`config.mk`:
```
export PLATFORM = sky130hd
export DESIGN_NAME = fifo_queue_with_search
export DESIGN_NICKNAME = d
export VERILOG_FILES = /design/src/hw/rtl/fqs_pkg.sv /design/src/hw/rtl/fqs_ctrl.sv /design/src/hw/rtl/fqs_dpath.sv /design/src/hw/rtl/fifo_queue_with_search.sv
export SDC_FILE = /design/constraint.sdc
export NUM_CORES = 1
export LEC_CHECK = 0
export BUFFER_PORTS_ARGS = -buffer_cell sky130_fd_sc_hd__buf_2
export CAP_MARGIN = 30
export CORE_UTILIZATION = 55
export DETAILED_ROUTE_END_ITERATION = 6
export PLACE_DENSITY_LB_ADDON = 0.1
export SLEW_MARGIN = 30
export SYNTH_ARGS = -nofsm -noshare
export SYNTH_HDL_FRONTEND = slang
export SYNTH_SLANG_ARGS = --single-unit
```
`constraint.sdc`:
```
create_clock -name clk_i -period 6.5 [get_ports clk_i]
set_input_delay 1.3 -clock clk_i [delete_from_list [all_inputs] [get_ports clk_i]]
set_output_delay 1.3 -clock clk_i [all_outputs]
set_load 0.05 [all_outputs]
```
`src/hw/rtl/fqs_pkg.sv`:
```
// Shared constants, codes, types and helper functions for the searchable key FIFO.
`default_nettype none

package fqs_pkg;

  localparam int QueueDepth = 16;
  localparam int AddrW      = $clog2(QueueDepth);
  localparam int CntW       = $clog2(QueueDepth + 1);
  localparam int KeyW       = 32;
  localparam int PosW       = 4;
  localparam int CountW     = 5;
  localparam int OutBits    = KeyW + PosW + CountW + KeyW + KeyW;
  localparam int OutDataW   = ((OutBits + 7) / 8) * 8;

  typedef enum logic [1:0] {
    CMD_ENQ    = 2'd0,
    CMD_DEQ    = 2'd1,
    CMD_SEARCH = 2'd2,
    CMD_CLEAR  = 2'd3
  } cmd_e;

  typedef enum logic [1:0] {
    STAT_OK        = 2'd0,
    STAT_EMPTY     = 2'd1,
    STAT_FULL      = 2'd2,
    STAT_NOT_FOUND = 2'd3
  } status_e;

  typedef enum logic [2:0] {
    S_IDLE,
    S_EXEC,
    S_SEARCH,
    S_FETCH,
    S_DONE
  } state_e;

  // Commands from the controller to the datapath.
  typedef struct packed {
    logic load_item;
    logic do_enq;
    logic do_deq;
    logic do_clear;
    logic srch_step;
    logic load_front;
    logic res_load;
  } dp_ctrl_t;

  // Status from the datapath back to the controller.
  typedef struct packed {
    cmd_e cmd;
    logic empty;
    logic single;
    logic hit;
    logic exhausted;
  } dp_stat_t;

  function automatic logic [AddrW-1:0] next_slot(input logic [AddrW-1:0] idx);
    logic [AddrW-1:0] res;
    if (idx == AddrW'(QueueDepth - 1)) begin
      res = '0;
    end else begin
      res = idx + AddrW'(1);
    end
    return res;
  endfunction

  // Ring address of an offset from a base slot; the base is below the depth, the offset at most the depth.
  function automatic logic [AddrW-1:0] wrap_add(input logic [AddrW-1:0] base,
                                                input logic [CntW-1:0]  off);
    logic [AddrW:0] sum;
    sum = {1'b0, base} + (AddrW+1)'(off);
    if (sum >= (AddrW+1)'(QueueDepth)) begin
      sum = sum - (AddrW+1)'(QueueDepth);
    end
    return sum[AddrW-1:0];
  endfunction

endpackage

`default_nettype wire

```
`src/hw/rtl/fqs_ctrl.sv`:
```
// Control state machine that sequences each command through the datapath.
`default_nettype none

module fqs_ctrl (
  input  wire logic              clk_i,
  input  wire logic              rst_ni,
  input  wire logic              in_valid_i,
  output logic                   in_ready_o,
  output logic                   out_valid_o,
  input  wire logic              out_ready_i,
  input  wire fqs_pkg::dp_stat_t stat_i,
  output fqs_pkg::dp_ctrl_t      ctrl_o
);

  fqs_pkg::state_e state_q, state_d;
  logic            out_vld_q, out_vld_d;
  logic            out_free;

  assign out_free = !out_vld_q || out_ready_i;

  always_comb begin
    state_d = state_q;
    case (state_q)
      fqs_pkg::S_IDLE: begin
        if (in_valid_i) begin
          state_d = fqs_pkg::S_EXEC;
        end
      end
      fqs_pkg::S_EXEC: begin
        case (stat_i.cmd)
          fqs_pkg::CMD_SEARCH: state_d = fqs_pkg::S_SEARCH;
          fqs_pkg::CMD_DEQ: begin
            if (!stat_i.empty && !stat_i.single) begin
              state_d = fqs_pkg::S_FETCH;
            end else begin
              state_d = fqs_pkg::S_DONE;
            end
          end
          default: state_d = fqs_pkg::S_DONE;
        endcase
      end
      fqs_pkg::S_SEARCH: begin
        if (stat_i.hit || stat_i.exhausted) begin
          state_d = fqs_pkg::S_DONE;
        end
      end
      fqs_pkg::S_FETCH: state_d = fqs_pkg::S_DONE;
      fqs_pkg::S_DONE: begin
        if (out_free) begin
          state_d = fqs_pkg::S_IDLE;
        end
      end
      default: state_d = fqs_pkg::S_IDLE;
    endcase
  end

  always_comb begin
    ctrl_o     = '0;
    in_ready_o = 1'b0;
    case (state_q)
      fqs_pkg::S_IDLE: begin
        in_ready_o       = 1'b1;
        ctrl_o.load_item = in_valid_i;
      end
      fqs_pkg::S_EXEC: begin
        ctrl_o.do_enq   = (stat_i.cmd == fqs_pkg::CMD_ENQ);
        ctrl_o.do_deq   = (stat_i.cmd == fqs_pkg::CMD_DEQ);
        ctrl_o.do_clear = (stat_i.cmd == fqs_pkg::CMD_CLEAR);
      end
      fqs_pkg::S_SEARCH: ctrl_o.srch_step  = 1'b1;
      fqs_pkg::S_FETCH:  ctrl_o.load_front = 1'b1;
      fqs_pkg::S_DONE:   ctrl_o.res_load   = out_free;
      default: ;
    endcase
  end

  always_comb begin
    out_vld_d = out_vld_q;
    if (ctrl_o.res_load) begin
      out_vld_d = 1'b1;
    end else if (out_ready_i) begin
      out_vld_d = 1'b0;
    end
  end

  assign out_valid_o = out_vld_q;

  always_ff @(posedge clk_i or negedge rst_ni) begin
    if (!rst_ni) begin
      state_q   <= fqs_pkg::S_IDLE;
      out_vld_q <= 1'b0;
    end else begin
      state_q   <= state_d;
      out_vld_q <= out_vld_d;
    end
  end

endmodule

`default_nettype wire

```
`src/hw/rtl/fqs_dpath.sv`:
```
// Datapath: key ring memory, indices, count, search pipeline and result register.
`default_nettype none

module fqs_dpath (
  input  wire logic                              clk_i,
  input  wire logic                              rst_ni,
  input  wire logic [1:0]                        cmd_i,
  input  wire logic [fqs_pkg::KeyW-1:0]          key_i,
  input  wire fqs_pkg::dp_ctrl_t                 ctrl_i,
  output fqs_pkg::dp_stat_t                      stat_o,
  output logic [1:0]                             res_status_o,
  output logic [fqs_pkg::OutDataW-1:0]           res_data_o
);

  logic [fqs_pkg::KeyW-1:0]  mem_q [fqs_pkg::QueueDepth];
  logic [fqs_pkg::KeyW-1:0]  rdata_q;
  logic [fqs_pkg::AddrW-1:0] rd_addr;

  logic [fqs_pkg::AddrW-1:0] rd_idx_q, rd_idx_d;
  logic [fqs_pkg::AddrW-1:0] wr_idx_q, wr_idx_d;
  logic [fqs_pkg::CntW-1:0]  count_q, count_d;

  fqs_pkg::cmd_e             cmd_q;
  logic [fqs_pkg::KeyW-1:0]  key_q;
  fqs_pkg::status_e          status_q;
  logic [fqs_pkg::KeyW-1:0]  removed_q;
  logic [fqs_pkg::CntW-1:0]  pos_q;
  logic [fqs_pkg::KeyW-1:0]  front_q;
  logic [fqs_pkg::KeyW-1:0]  back_q;

  logic [fqs_pkg::CntW-1:0]  srch_q;
  logic [fqs_pkg::CntW-1:0]  cmp_pos_q;
  logic                      cmp_vld_q;

  logic [1:0]                   res_status_q;
  logic [fqs_pkg::OutDataW-1:0] res_data_q;

  logic full, empty, hit, exhausted;
  logic [fqs_pkg::KeyW-1:0] front_out, back_out;

  assign full      = (count_q == fqs_pkg::CntW'(fqs_pkg::QueueDepth));
  assign empty     = (count_q == '0);
  assign hit       = cmp_vld_q && (rdata_q == key_q);
  assign exhausted = !cmp_vld_q && (srch_q >= count_q);

  assign stat_o.cmd       = cmd_q;
  assign stat_o.empty     = empty;
  assign stat_o.single    = (count_q == fqs_pkg::CntW'(1));
  assign stat_o.hit       = hit;
  assign stat_o.exhausted = exhausted;

  // During a search the port walks from the front; otherwise it looks one
  // slot past the front so a dequeue can refill the front register.
  assign rd_addr = ctrl_i.srch_step ? fqs_pkg::wrap_add(rd_idx_q, srch_q)
                                    : fqs_pkg::next_slot(rd_idx_q);

  always_ff @(posedge clk_i) begin
    if (ctrl_i.do_enq && !full) begin
      mem_q[wr_idx_q] <= key_q;
    end
    rdata_q <= mem_q[rd_addr];
  end

  always_comb begin
    rd_idx_d = rd_idx_q;
    wr_idx_d = wr_idx_q;
    count_d  = count_q;
    if (ctrl_i.do_clear) begin
      rd_idx_d = '0;
      wr_idx_d = '0;
      count_d  = '0;
    end else if (ctrl_i.do_enq && !full) begin
      wr_idx_d = fqs_pkg::next_slot(wr_idx_q);
      count_d  = count_q + fqs_pkg::CntW'(1);
    end else if (ctrl_i.do_deq && !empty) begin
      rd_idx_d = fqs_pkg::next_slot(rd_idx_q);
      count_d  = count_q - fqs_pkg::CntW'(1);
    end
  end

  always_ff @(posedge clk_i or negedge rst_ni) begin
    if (!rst_ni) begin
      rd_idx_q  <= '0;
      wr_idx_q  <= '0;
      count_q   <= '0;
      srch_q    <= '0;
      cmp_vld_q <= 1'b0;
    end else begin
      rd_idx_q <= rd_idx_d;
      wr_idx_q <= wr_idx_d;
      count_q  <= count_d;
      if (ctrl_i.load_item) begin
        srch_q    <= '0;
        cmp_vld_q <= 1'b0;
      end else if (ctrl_i.srch_step) begin
        cmp_vld_q <= (srch_q < count_q);
        if (srch_q < count_q) begin
          srch_q <= srch_q + fqs_pkg::CntW'(1);
        end
      end
    end
  end

  always_ff @(posedge clk_i) begin
    if (ctrl_i.load_item) begin
      cmd_q     <= fqs_pkg::cmd_e'(cmd_i);
      key_q     <= key_i;
      status_q  <= fqs_pkg::STAT_OK;
      removed_q <= '0;
      pos_q     <= '0;
    end
    if (ctrl_i.srch_step) begin
      cmp_pos_q <= srch_q;
      if (hit) begin
        pos_q <= cmp_pos_q;
      end else if (exhausted) begin
        status_q <= fqs_pkg::STAT_NOT_FOUND;
      end
    end
    if (ctrl_i.do_enq) begin
      if (full) begin
        status_q <= fqs_pkg::STAT_FULL;
      end else begin
        back_q <= key_q;
        if (empty) begin
          front_q <= key_q;
        end
      end
    end
    if (ctrl_i.do_deq) begin
      if (empty) begin
        status_q <= fqs_pkg::STAT_EMPTY;
      end else begin
        removed_q <= front_q;
      end
    end
    if (ctrl_i.load_front) begin
      front_q <= rdata_q;
    end
    if (ctrl_i.res_load) begin
      res_status_q <= status_q;
      res_data_q   <= {(fqs_pkg::OutDataW - fqs_pkg::OutBits)'(0), back_out, front_out,
                       fqs_pkg::CountW'(count_q), fqs_pkg::PosW'(pos_q), removed_q};
    end
  end

  assign front_out = empty ? '0 : front_q;
  assign back_out  = empty ? '0 : back_q;

  assign res_status_o = res_status_q;
  assign res_data_o   = res_data_q;

endmodule

`default_nettype wire

```
`src/hw/rtl/fifo_queue_with_search.sv`:
```
// Top level of the bounded signed-key FIFO with front-to-back linear search.
// Sequence: enqueue, clear and a dequeue that fails or empties the queue pass through the
// execute and done states; a dequeue that leaves keys behind adds a fetch state to refill
// the front key, and a search walks the held keys from the front in the search state until
// one matches or every held key has been compared, since the key memory has one read port.
// Flow: one command at a time; the next input is taken only once the result has
// entered the output register.
// Reset (rst_ni, asynchronous, active low) empties the queue; the key memory is not cleared.
`default_nettype none

module fifo_queue_with_search (
  input  wire logic                            clk_i,
  input  wire logic                            rst_ni,
  input  wire logic                            s_axis_tvalid,
  output logic                                 s_axis_tready,
  input  wire logic [fqs_pkg::KeyW-1:0]        s_axis_tdata,  // key_in
  input  wire logic [1:0]                      s_axis_tuser,  // command
  output logic                                 m_axis_tvalid,
  input  wire logic                            m_axis_tready,
  // key_out, match_position, entry_count, front_key, back_key, zero fill
  output logic [fqs_pkg::OutDataW-1:0]         m_axis_tdata,
  output logic [1:0]                           m_axis_tuser   // status
);

  fqs_pkg::dp_ctrl_t ctrl;
  fqs_pkg::dp_stat_t stat;

  // The controller holds the state and the output valid flag and decides the sequence of
  // each command; the key storage, indices, count and result register live in the datapath.
  fqs_ctrl u_ctrl (
    .clk_i       (clk_i),
    .rst_ni      (rst_ni),
    .in_valid_i  (s_axis_tvalid),
    .in_ready_o  (s_axis_tready),
    .out_valid_o (m_axis_tvalid),
    .out_ready_i (m_axis_tready),
    .stat_i      (stat),
    .ctrl_o      (ctrl)
  );

  fqs_dpath u_dpath (
    .clk_i        (clk_i),
    .rst_ni       (rst_ni),
    .cmd_i        (s_axis_tuser),
    .key_i        (s_axis_tdata),
    .ctrl_i       (ctrl),
    .stat_o       (stat),
    .res_status_o (m_axis_tuser),
    .res_data_o   (m_axis_tdata)
  );

endmodule

`default_nettype wire

```
## Yosys cells after proc, flatten, opt, wreduce, memory -nomap -nowiden

Memory sizes are Yosys's and may differ from the RTL's. A register that Yosys moved wholly into a read port is not among the register bits.
Cells that the tools add are included.

- Equal/unequal tests: 17
- Divide/modulo/power cells: 0
- Reductions and logical operators: 28
- Bitwise operators: 1
- Mux-type cells: 51
- $add $sub $neg: 7
- Multipliers: 0
- Order comparisons: 3
- Shift-type cells: 0

Operator list:

| kind | count |
|---|---|
| 2-to-1 mux 32 bit | 7 |
| 2-to-1 mux 5 bit | 9 |
| 2-to-1 mux 4 bit | 9 |
| equality test 32 bit | 1 |
| 2-to-1 mux 2 bit | 8 |
| 2-to-1 mux 3 bit | 5 |
| case mux 3 bit (5 select lines) | 1 |
| nonzero test 2 bit | 7 |
| 2-to-1 mux 1 bit | 11 |
| adder 5 x 1 -> 5 bit (second input constant) | 2 |
| adder 4 x 1 -> 4 bit (second input constant) | 2 |
| equality test 4 bit (second input constant) | 2 |
| equality test 3 x 2 -> 1 bit (second input constant) | 2 |
| inequality test 2 bit (second input constant) | 3 |
| case mux 3 bit (2 select lines) | 1 |
| AND reduction 2 bit | 3 |
| AND reduction 3 bit | 2 |
| adder 4 x 5 -> 5 bit | 1 |
| equality test 5 x 1 -> 1 bit (second input constant) | 1 |
| equality test 5 bit (second input constant) | 1 |
| >= comparator 5 bit | 1 |
| >= comparator 5 bit (second input constant) | 1 |
| logical AND 1 bit | 5 |
| logical NOT 1 bit | 5 |
| 14 further kinds | 17 |

- Logic and storage cells: 126
- Register bits: 272
- Bits in writable memories: 512
- Memories kept: 1
- Memory bits (read-only): 0
- Output and inout port bits: 116
- Bits of input ports: 38
- Latch bits: 0

Memories:

| memory | depth | bits a word | read ports | clocked after Yosys merged registers in | wr ports | RTL line | source |
|---|---|---|---|---|---|---|---|
| u_dpath.mem_q | 16 | 32 | 1 | 1 | 1 | fqs_dpath.sv:15 | `logic [fqs_pkg::KeyW-1:0] mem_q [fqs_pkg::QueueDepth];` |

## Logic depth before layout (Yosys ltp)

Gate-level depths: netlist (run 1).

- Word-level depth: 10
- Gate-level depth with buffers: 10
- Gate-level depth less buffers: 9

## Modules after synthesis

A second synthesis (run 1) with hierarchy kept.

- Cells, all modules: 2317
- Area total of the unflattened synthesis: 31564.0 um^2

By module, submodules not included:

| module | seq. area each (um^2) | instances | cells each | area an instance (um^2) |
|---|---|---|---|---|
| fqs_dpath | 23527.6 | 1 | 2280 | 31241.2 |
| fqs_ctrl | 100.1 | 1 | 37 | 322.8 |

## Worst setup path after synthesis (run 1)

OpenSTA, ideal clock, no wires.

- Kind: register to register
- From: reg u_dpath.count_q[0] (netlist bit)
- To: mem u_dpath.mem_q[0][0] (netlist bit) (enable)
- Required time: 5.987 ns
- Buffers on the path: 1
- Clock period less this slack: 5.097 ns
- Stages on the path, launching flop included: 7
- Data arrival time: 4.585 ns
- Path slack: 1.403 ns
- Setup time: 0.513 ns
- Cells stage by stage: dfrtp_1 -> inv_1 -> ha_1 -> nand4bb_1 -> nand3_1 -> clkbuf_1 -> nor4b_1

- Word-level cells in the longest chain between the ends: 5

RTL lines:

| element | RTL line | source |
|---|---|---|
| from (decl) | fqs_dpath.sv:21 | `logic [fqs_pkg::CntW-1:0] count_q, count_d;` |
| from (signal assigned) | fqs_dpath.sv:91 | `count_q <= count_d;` |
| equality test 5 bit | fqs_dpath.sv:41 | `assign full = (count_q == fqs_pkg::CntW'(fqs_pkg::QueueDepth));` |
| logical NOT 1 bit | fqs_dpath.sv:58 | `if (ctrl_i.do_enq && !full) begin` |
| logical AND 1 bit | fqs_dpath.sv:58 |  |
| 2-to-1 mux 1 bit | fqs_dpath.sv:58 |  |
| 2-to-1 mux 1 bit (implied by the code) | fqs_dpath.sv:59 | `mem_q[wr_idx_q] <= key_q;` |
| to (decl) | fqs_dpath.sv:15 |  |

No other way between the ends.

## Worst setup path after layout (run 1)

- From: reg u_ctrl.state_q[2]
- To: reg u_dpath.rdata_q[4] (netlist bit) (read register of u_dpath.mem_q)

- Word-level cells in the longest chain between the ends: 3

RTL lines:

| element | RTL line | source |
|---|---|---|
| from (decl) | fqs_ctrl.sv:15 | `fqs_pkg::state_e state_q, state_d;` |
| from (signal assigned) | fqs_ctrl.sv:90 | `state_q <= fqs_pkg::S_IDLE;` |
| from (signal assigned) | fqs_ctrl.sv:93 | `state_q <= state_d;` |
| equality test 3 x 2 -> 1 bit | fqs_ctrl.sv:60 | `case (state_q)` |
| 2-to-1 mux 1 bit | fqs_ctrl.sv:60 |  |
| 2-to-1 mux 4 bit | fqs_dpath.sv:54 | `assign rd_addr = ctrl_i.srch_step ? fqs_pkg::wrap_add(rd_idx_q, srch_q)` |
| to (decl) | fqs_dpath.sv:16 | `logic [fqs_pkg::KeyW-1:0] rdata_q;` |

No other way between the ends.
A chain may end at the register's enable or synchronous reset.

==> results by group, run 1 <==
Worst setup path
  • CP top delay family: buffers and inverters
  • Critical path type: reg2reg
  • Critical path data arrival time: ~4300 ps
  • Worst Path Buf+Inv: 2
  • Worst-path cell chain: or3b_1 > inv_4 > mux2i_4 > buf_4 > a21oi_1 > a22oi_1 > o2111ai_1 > o211ai_1
  • Max incr delay on CP: 870 ps
  • CP Data Required Time: between 7000 and 8000 ps
  • Critical-path top delay cell: buf_4
  • CP Max Fanout: 73
  • Setup crit end kind: register
  • Worst setup SP type: register

Synth
  • Ys flop type: edfxtp_1
  • Mapped Area: 0.0310 sq mm
  • Post-synth top area share: 69.8%
  • Synth top cells by count: edfxtp_1 (721), nand2_1 (500), a21oi_1 (142), nand3_1 (105), and2_1 (75)
  • Area leader, netlist: edfxtp_1
  • Most frequent cell after synthesis: edfxtp_1
  • Cell count after synthesis: 2,166
  • Number of enable flip-flop cells after synthesis: 721
  • Synth Area per Inst: 14.3 sq um
  • Ys Warns: 0
  • Synth async-reset ratio: 2.83%
  • Register bit total from synthesis: 814
  • Synth unique cells: 57
  • Top post-synthesis cells by area: edfxtp_1 (70%), nand2_1 (6.0%), dfxtp_1 (4.5%)
  • Register area share after synthesis: between 70% and 80%

GRT
  • Largest net degree at the start of global routing: 179
  • Vias in the first global route: 17,700
  • GR Overflow Total: 0
  • Initial antenna violation count: 0
  • Wire length of the first global-routing pass: around 110,000 microns
  • GRT Total Usage: 25.6%

Clock network
  • CTS tree: yes
  • Clock transition at path regs: 60 ps
  • CTS H-tree depth: 3
  • Hold Buf Count CTS: 0
  • Worst-Skew Late Latency: 620 ps
  • Clk root buf: clkbuf_16
  • Cts repair resizes: 0
  • Maximum buffer depth of the clock tree: 3
  • Postcts setup bufs: 0
  • CTS Sinks: around 810
  • Total CTS buffers: 81

Detailed routing
  • DR WL/cell: 23.0 microns
  • Total Wirelength: around 72,000 microns
  • Initial drt markers: roughly 1,600
  • Post-route DRC: 0
  • Vias: 18,300
  • Drt pass-1 iters: 6
  • Final ANT Viol Nets: 0
  • Vias per inst: ~6

Cells and area
  • P&R area growth vs syn: 13.7%
  • Non-Filler Instances: 3,143
  • Antenna Cells: 0
  • Post-route cell area: 0.0353 sq mm
  • Final core utilization: 63.7%
  • Filler instances: 4,077
  • Share of cells above drive strength 1: 16.0%
  • Nets: 2,390

Timing
  • Hold Fails Final Rpt: 0
  • Clk_skew: about 18 ps
  • Max-Slew Margin vs Limit: 31.5%
  • # setup viols final: 0
  • TNS Setup: 0 ps
  • Fmax: 263 MHz
  • RSZ-0062 raised after global routing: false
  • Final period util: approximately 59%
  • Tmin final: 3800 ps
  • Slew Limit Fails: 0
  • Min Hold Slack: 427 ps
  • Worst-margin pin slew: 1030 ps

Place
  • IO buf count: 146
  • Placer's final routability congestion estimate: ~0.84
  • Placed cells: 2,994
  • DPL Wire Length: 39,900 microns
  • DP Area: 0.0327 sq mm

Floorplanning
  • Core ar.: 0.0554 sq mm
  • IO Count: 154
  • Die Wd: 240 microns
  • Die Y-Extent: 240 microns
  • # rows: 86
  • Die area: 0.0574 sq mm
  • Starting Density: 56.0%

Power
  • PD cells: 476 mW/mm^2
  • Worst vdd ir: 395 uV
  • Leak: 12.4 nW

Hold path
  • Hold WC Path Type: reg2reg

Flow run
  • # Max-Cap Violations: 0

Run status
  • Status: finished clean
-- layout by cell type, fill, tap and decap left out, types with 16 or more instances in the layout --
cell type / synthesis / final
mux2_2: 32 / 32
clkbuf_16: 0 / 84
xnor2_1: 35 / 35
o211ai_1: 31 / 31
a32oi_1: 32 / 32
edfxtp_1: 721 / 721
nand3_1: 105 / 104
dfxtp_1: 70 / 70
a21oi_1: 142 / 142
ha_1: 21 / 21
o2111ai_1: 32 / 32
clkinv_2: 0 / 16
dfrtp_1: 23 / 23
and2_1: 75 / 67
clkbuf_1: 68 / 30
inv_1: 24 / 22
a32o_1: 31 / 31
buf_4: 10 / 57
nor2_1: 30 / 29
nand2_1: 500 / 500
buf_2: 46 / 146
a22oi_1: 32 / 32
-- power by group --
part           total [W]  switching (W)  internal (W)
Sequential       0.00711       0.000479       0.00663
Clock            0.00446        0.00188       0.00259
Combinational    0.00523        0.00367       0.00155
-- cell type report --
cell class | instances | area (sq um) | area share, %
sequential | 814 | 23600 | 67.0
multi-input combinational | 1203 | 6890 | 19.5
clock buffer | 118 | 2270 | 6.43
timing repair buffer | 205 | 1210 | 3.42
tap | 748 | 936 | 2.65
clock inverter | 30 | 259 | 0.734
inverter | 25 | 97.6 | 0.277
-- sequential cells by signal, summed over array words and instances (netlist names), 5 cells and up --
register and cells:
u_dpath.rdata_q 32, u_dpath.back_q 32, u_dpath.count_q 5, u_dpath.front_q 32
u_dpath.res_data_o 105, u_dpath.srch_q 5, u_dpath.removed_q 32, u_dpath.mem_q 512
u_dpath.key_q 32
-- logic make-up after synthesis --
family | count (synthesis) | share of synthesized area (%)
AOI/OAI and AO/OA | 337 | 7.43
xor gates and xnor gates | 45 | 1.27
adders and majority gates | 22 | 0.911
buffers and inverters | 155 | 2.19
DFF | 814 | 76.1
muxes | 41 | 1.48
other | 1 | 0.0121
and+or+nand+nor | 751 | 10.6
-- per-layer routing --
layer  part of all wire [%]  wire (microns)  GRT usage (%)  vias up
met5                      0               0              0        -
met4                    2.9            2130           9.25        0
met3                    7.5            5420           3.84      146
met2                     46           33100           39.7      740
met1                     44           31700           37.0     9086
li1                       -               -              -     8346
-- worst paths after layout --
kind,start,end,slack [ps],cells after the start
hold / removal,u_dpath.removed_q[7],u_dpath.res_data_o[7],430,0
hold reg to reg,u_dpath.removed_q[7],u_dpath.res_data_o[7],430,0
max in group asynchronous,rst_ni,u_dpath.rd_idx_q[0],5450,1
setup / recovery,u_ctrl.state_q[2],u_dpath.rdata_q[4],2700,8
min in group asynchronous,rst_ni,u_dpath.count_q[3],680,1
setup reg to reg,u_ctrl.state_q[2],u_dpath.rdata_q[4],2700,8
-- metrics by stage --
stage          total power [W]  worst slack (ps)
2_1_floorplan           0.0108              1400
3_3_place_gp            0.0123              2920
3_5_place_dp            0.0124              2710
4_1_cts                 0.0169              2700
5_1_grt                 0.0176              2450
6_report                0.0168              2700
Power figures use the tool's default switching activity.
==> run 2, diff against run 1 <==
clock period = 3.5 ns   (was 6.5 ns; I/O delays follow)
==> run 2 against run 1 <==
Against the previous run:
- power increased by 90%
- highest routed layer unchanged
- non-clock buffer count increased by 32
- core utilization is 1.1 points higher
==> results by group, run 2 (synthesized netlist as in run 1, its figures left out) <==
Floorplanning
  • Die Wd: 240 microns
  • Starting Density: 56.0%
  • Die area: ~0.057 sq mm
  • Die Y-Extent: 240 microns
  • Core ar.: around 0.055 sq mm
  • IO Count: 154
  • # rows: 86

Detailed routing
  • Final ANT Viol Nets: 0
  • Vias: about 19,000
  • Post-route DRC: 0
  • Total Wirelength: about 75,000 microns
  • DR WL/cell: 23.8 microns
  • Initial drt markers: 1,975
  • Drt pass-1 iters: 5
  • Vias per inst: 5.92

Timing
  • Final period util: 84.3%
  • Fmax: around 340 MHz
  • Clk_skew: between 15 and 20 ps
  • RSZ-0062 raised after global routing: false
  • TNS Setup: 0 ps
  • Tmin final: 2950 ps
  • # setup viols final: 0
  • Slew Limit Fails: 0
  • Worst-margin pin slew: roughly 930 ps
  • Final worst setup slack: 548 ps
  • Max-Slew Margin vs Limit: 37.7%
  • Hold Fails Final Rpt: 0

Cells and area
  • Largest reg by FF count: u_dpath.mem_q
  • FF/Latch Area: approximately 0.024 sq mm
  • P&R area growth vs syn: 15.6%
  • Final core utilization: 64.8%
  • Post-route cell area: ~0.036 sq mm
  • Area of the multi-input gates: 0.00690 sq mm
  • Most frequent cells in the layout: edfxtp_1 (721), nand2_1 (500), buf_2 (146)
  • Antenna Cells: 0
  • Filler instances: 3,978
  • Nets: 2,421
  • Share of cells above drive strength 1: about 17%
  • Most common cell after layout, fill and taps aside: edfxtp_1
  • Largest register FFs: 512

GRT
  • GR Overflow Total: 0
  • GRT Total Usage: 26.8%
  • Wire length of the first global-routing pass: 112,000 microns
  • Initial antenna violation count: 0
  • Vias in the first global route: 18,000
  • Largest net degree at the start of global routing: approximately 100

Place
  • Pre-CTS WS: 612 ps
  • DP Area: ~0.033 sq mm
  • Placer's final routability congestion estimate: 0.858
  • IO buf count: around 150
  • DPL Wire Length: 44,700 microns

Worst setup path
  • Worst-path cell chain: ha_1 > inv_1 > fa_1 > xor2_1 > nand2_1 > a21oi_4 > buf_4 > nand3_1 > o2111ai_1 > o211ai_1
  • Critical path data arrival time: 3410 ps
  • Critical-path top delay cell: buf_4
  • Max incr delay on CP: about 500 ps
  • Setup crit end kind: register
  • Worst setup SP type: register
  • CP Max Fanout: 32
  • CP Data Required Time: approximately 4000 ps
  • Critical path type: reg2reg

Clock network
  • Maximum buffer depth of the clock tree: 3
  • Clock transition at path regs: approximately 60 ps
  • Clk root buf: clkbuf_16
  • CTS Sinks: 814
  • Worst-Skew Late Latency: 620 ps
  • CTS tree: yes
  • CTS H-tree depth: 3
  • Hold Buf Count CTS: 0
  • Total CTS buffers: 80
  • Cts repair resizes: 0
  • Postcts setup bufs: 0

Flow run
  • # Max-Cap Violations: 0

Power
  • Comb pwr share: 32.9%
  • Worst vdd ir: approximately 690 uV
  • Int Pwr: 0.0205 W
  • NetSw: around 0.012 W
  • Seq pwr share: 40.8%
  • Sw Ratio: 36.1%
  • Clock share of power: 26.3%
  • Leak: ~13 nW
  • PD cells: 892 mW/mm^2

Hold path
  • Hold WC Path Type: in2async

Run status
  • Status: finished clean
run 2: cell count changes in the layout (fill, tap and decap cells not counted), moves of 2 or more:
| cell | change |
|---|---|
| clkinv_2 | +4 |
| buf_4 | +7 |
| clkbuf_1 | -12 |
| nor4b_2 | -2 |
| clkinv_4 | +2 |
| buf_12 | +26 |
| nor4b_4 | +2 |
| clkbuf_8 | +3 |
run 2: power by group through the flow:
stage	Sequential (W)	Clock, W	Combinational (W)
after global routing	0.0132	0.00891	0.0113
after CTS	0.0130	0.00855	0.0105
after floorplan	0.0142	0	0.00582
after global placement	0.0132	0	0.0102
final	0.0131	0.00841	0.0105
after detailed placement	0.0132	0	0.0104
run 2: final timing paths:
kind / startpoint / endpoint / slack [ps] / cells after the start
min in group clk_i: s_axis_tdata[26] / u_dpath.key_q[26] / 260 / 1
hold reg to reg: u_dpath.removed_q[1] / u_dpath.res_data_o[1] / 430 / 0
setup reg to reg: u_dpath.rd_idx_q[0] / u_dpath.rdata_q[15] / 550 / 10
hold / removal: rst_ni / u_ctrl.out_valid_o / 70 / 1
setup / recovery: u_dpath.rd_idx_q[0] / u_dpath.rdata_q[15] / 550 / 10
max in group asynchronous: rst_ni / u_dpath.rd_idx_q[1] / 3050 / 1
run 2: layer usage:
metal	up-vias	routed length, microns	track usage, %
met1	9345	32800	39.4
met3	139	6280	4.24
met4	0	1910	8.68
met2	902	34500	41.1
met5	-	0	0
li1	8403	-	-
run 2: stage by stage:
stage | power, W | std cells | hold WS (ps)
after global placement | 0.0235 | 3027 | 417
after floorplan | 0.0200 | 2172 | 404
final | 0.0320 | 3173 | 70.9
after detailed placement | 0.0237 | 3027 | 419
after CTS | 0.0321 | 3173 | 55.7
after global routing | 0.0334 | 3173 | 88.7
run 2: worst max-delay path: cells and delay by family, from the launching register on:
family	cells	cell delay [ps]
adders and majority gates	2	580
xor gates and xnor gates	1	350
and+or+nand+nor	2	420
DFF	1	450
buffers and inverters	2	560
AOI/OAI and AO/OA	3	420
run 2: cell type report:
class                      count  share of cell area (%)
clock buffer                 108                    6.25
tap                          748                    2.61
clock inverter                38                   0.928
timing repair buffer         237                    4.88
inverter                      25                   0.268
sequential                   814                    65.8
multi-input combinational   1203                    19.2
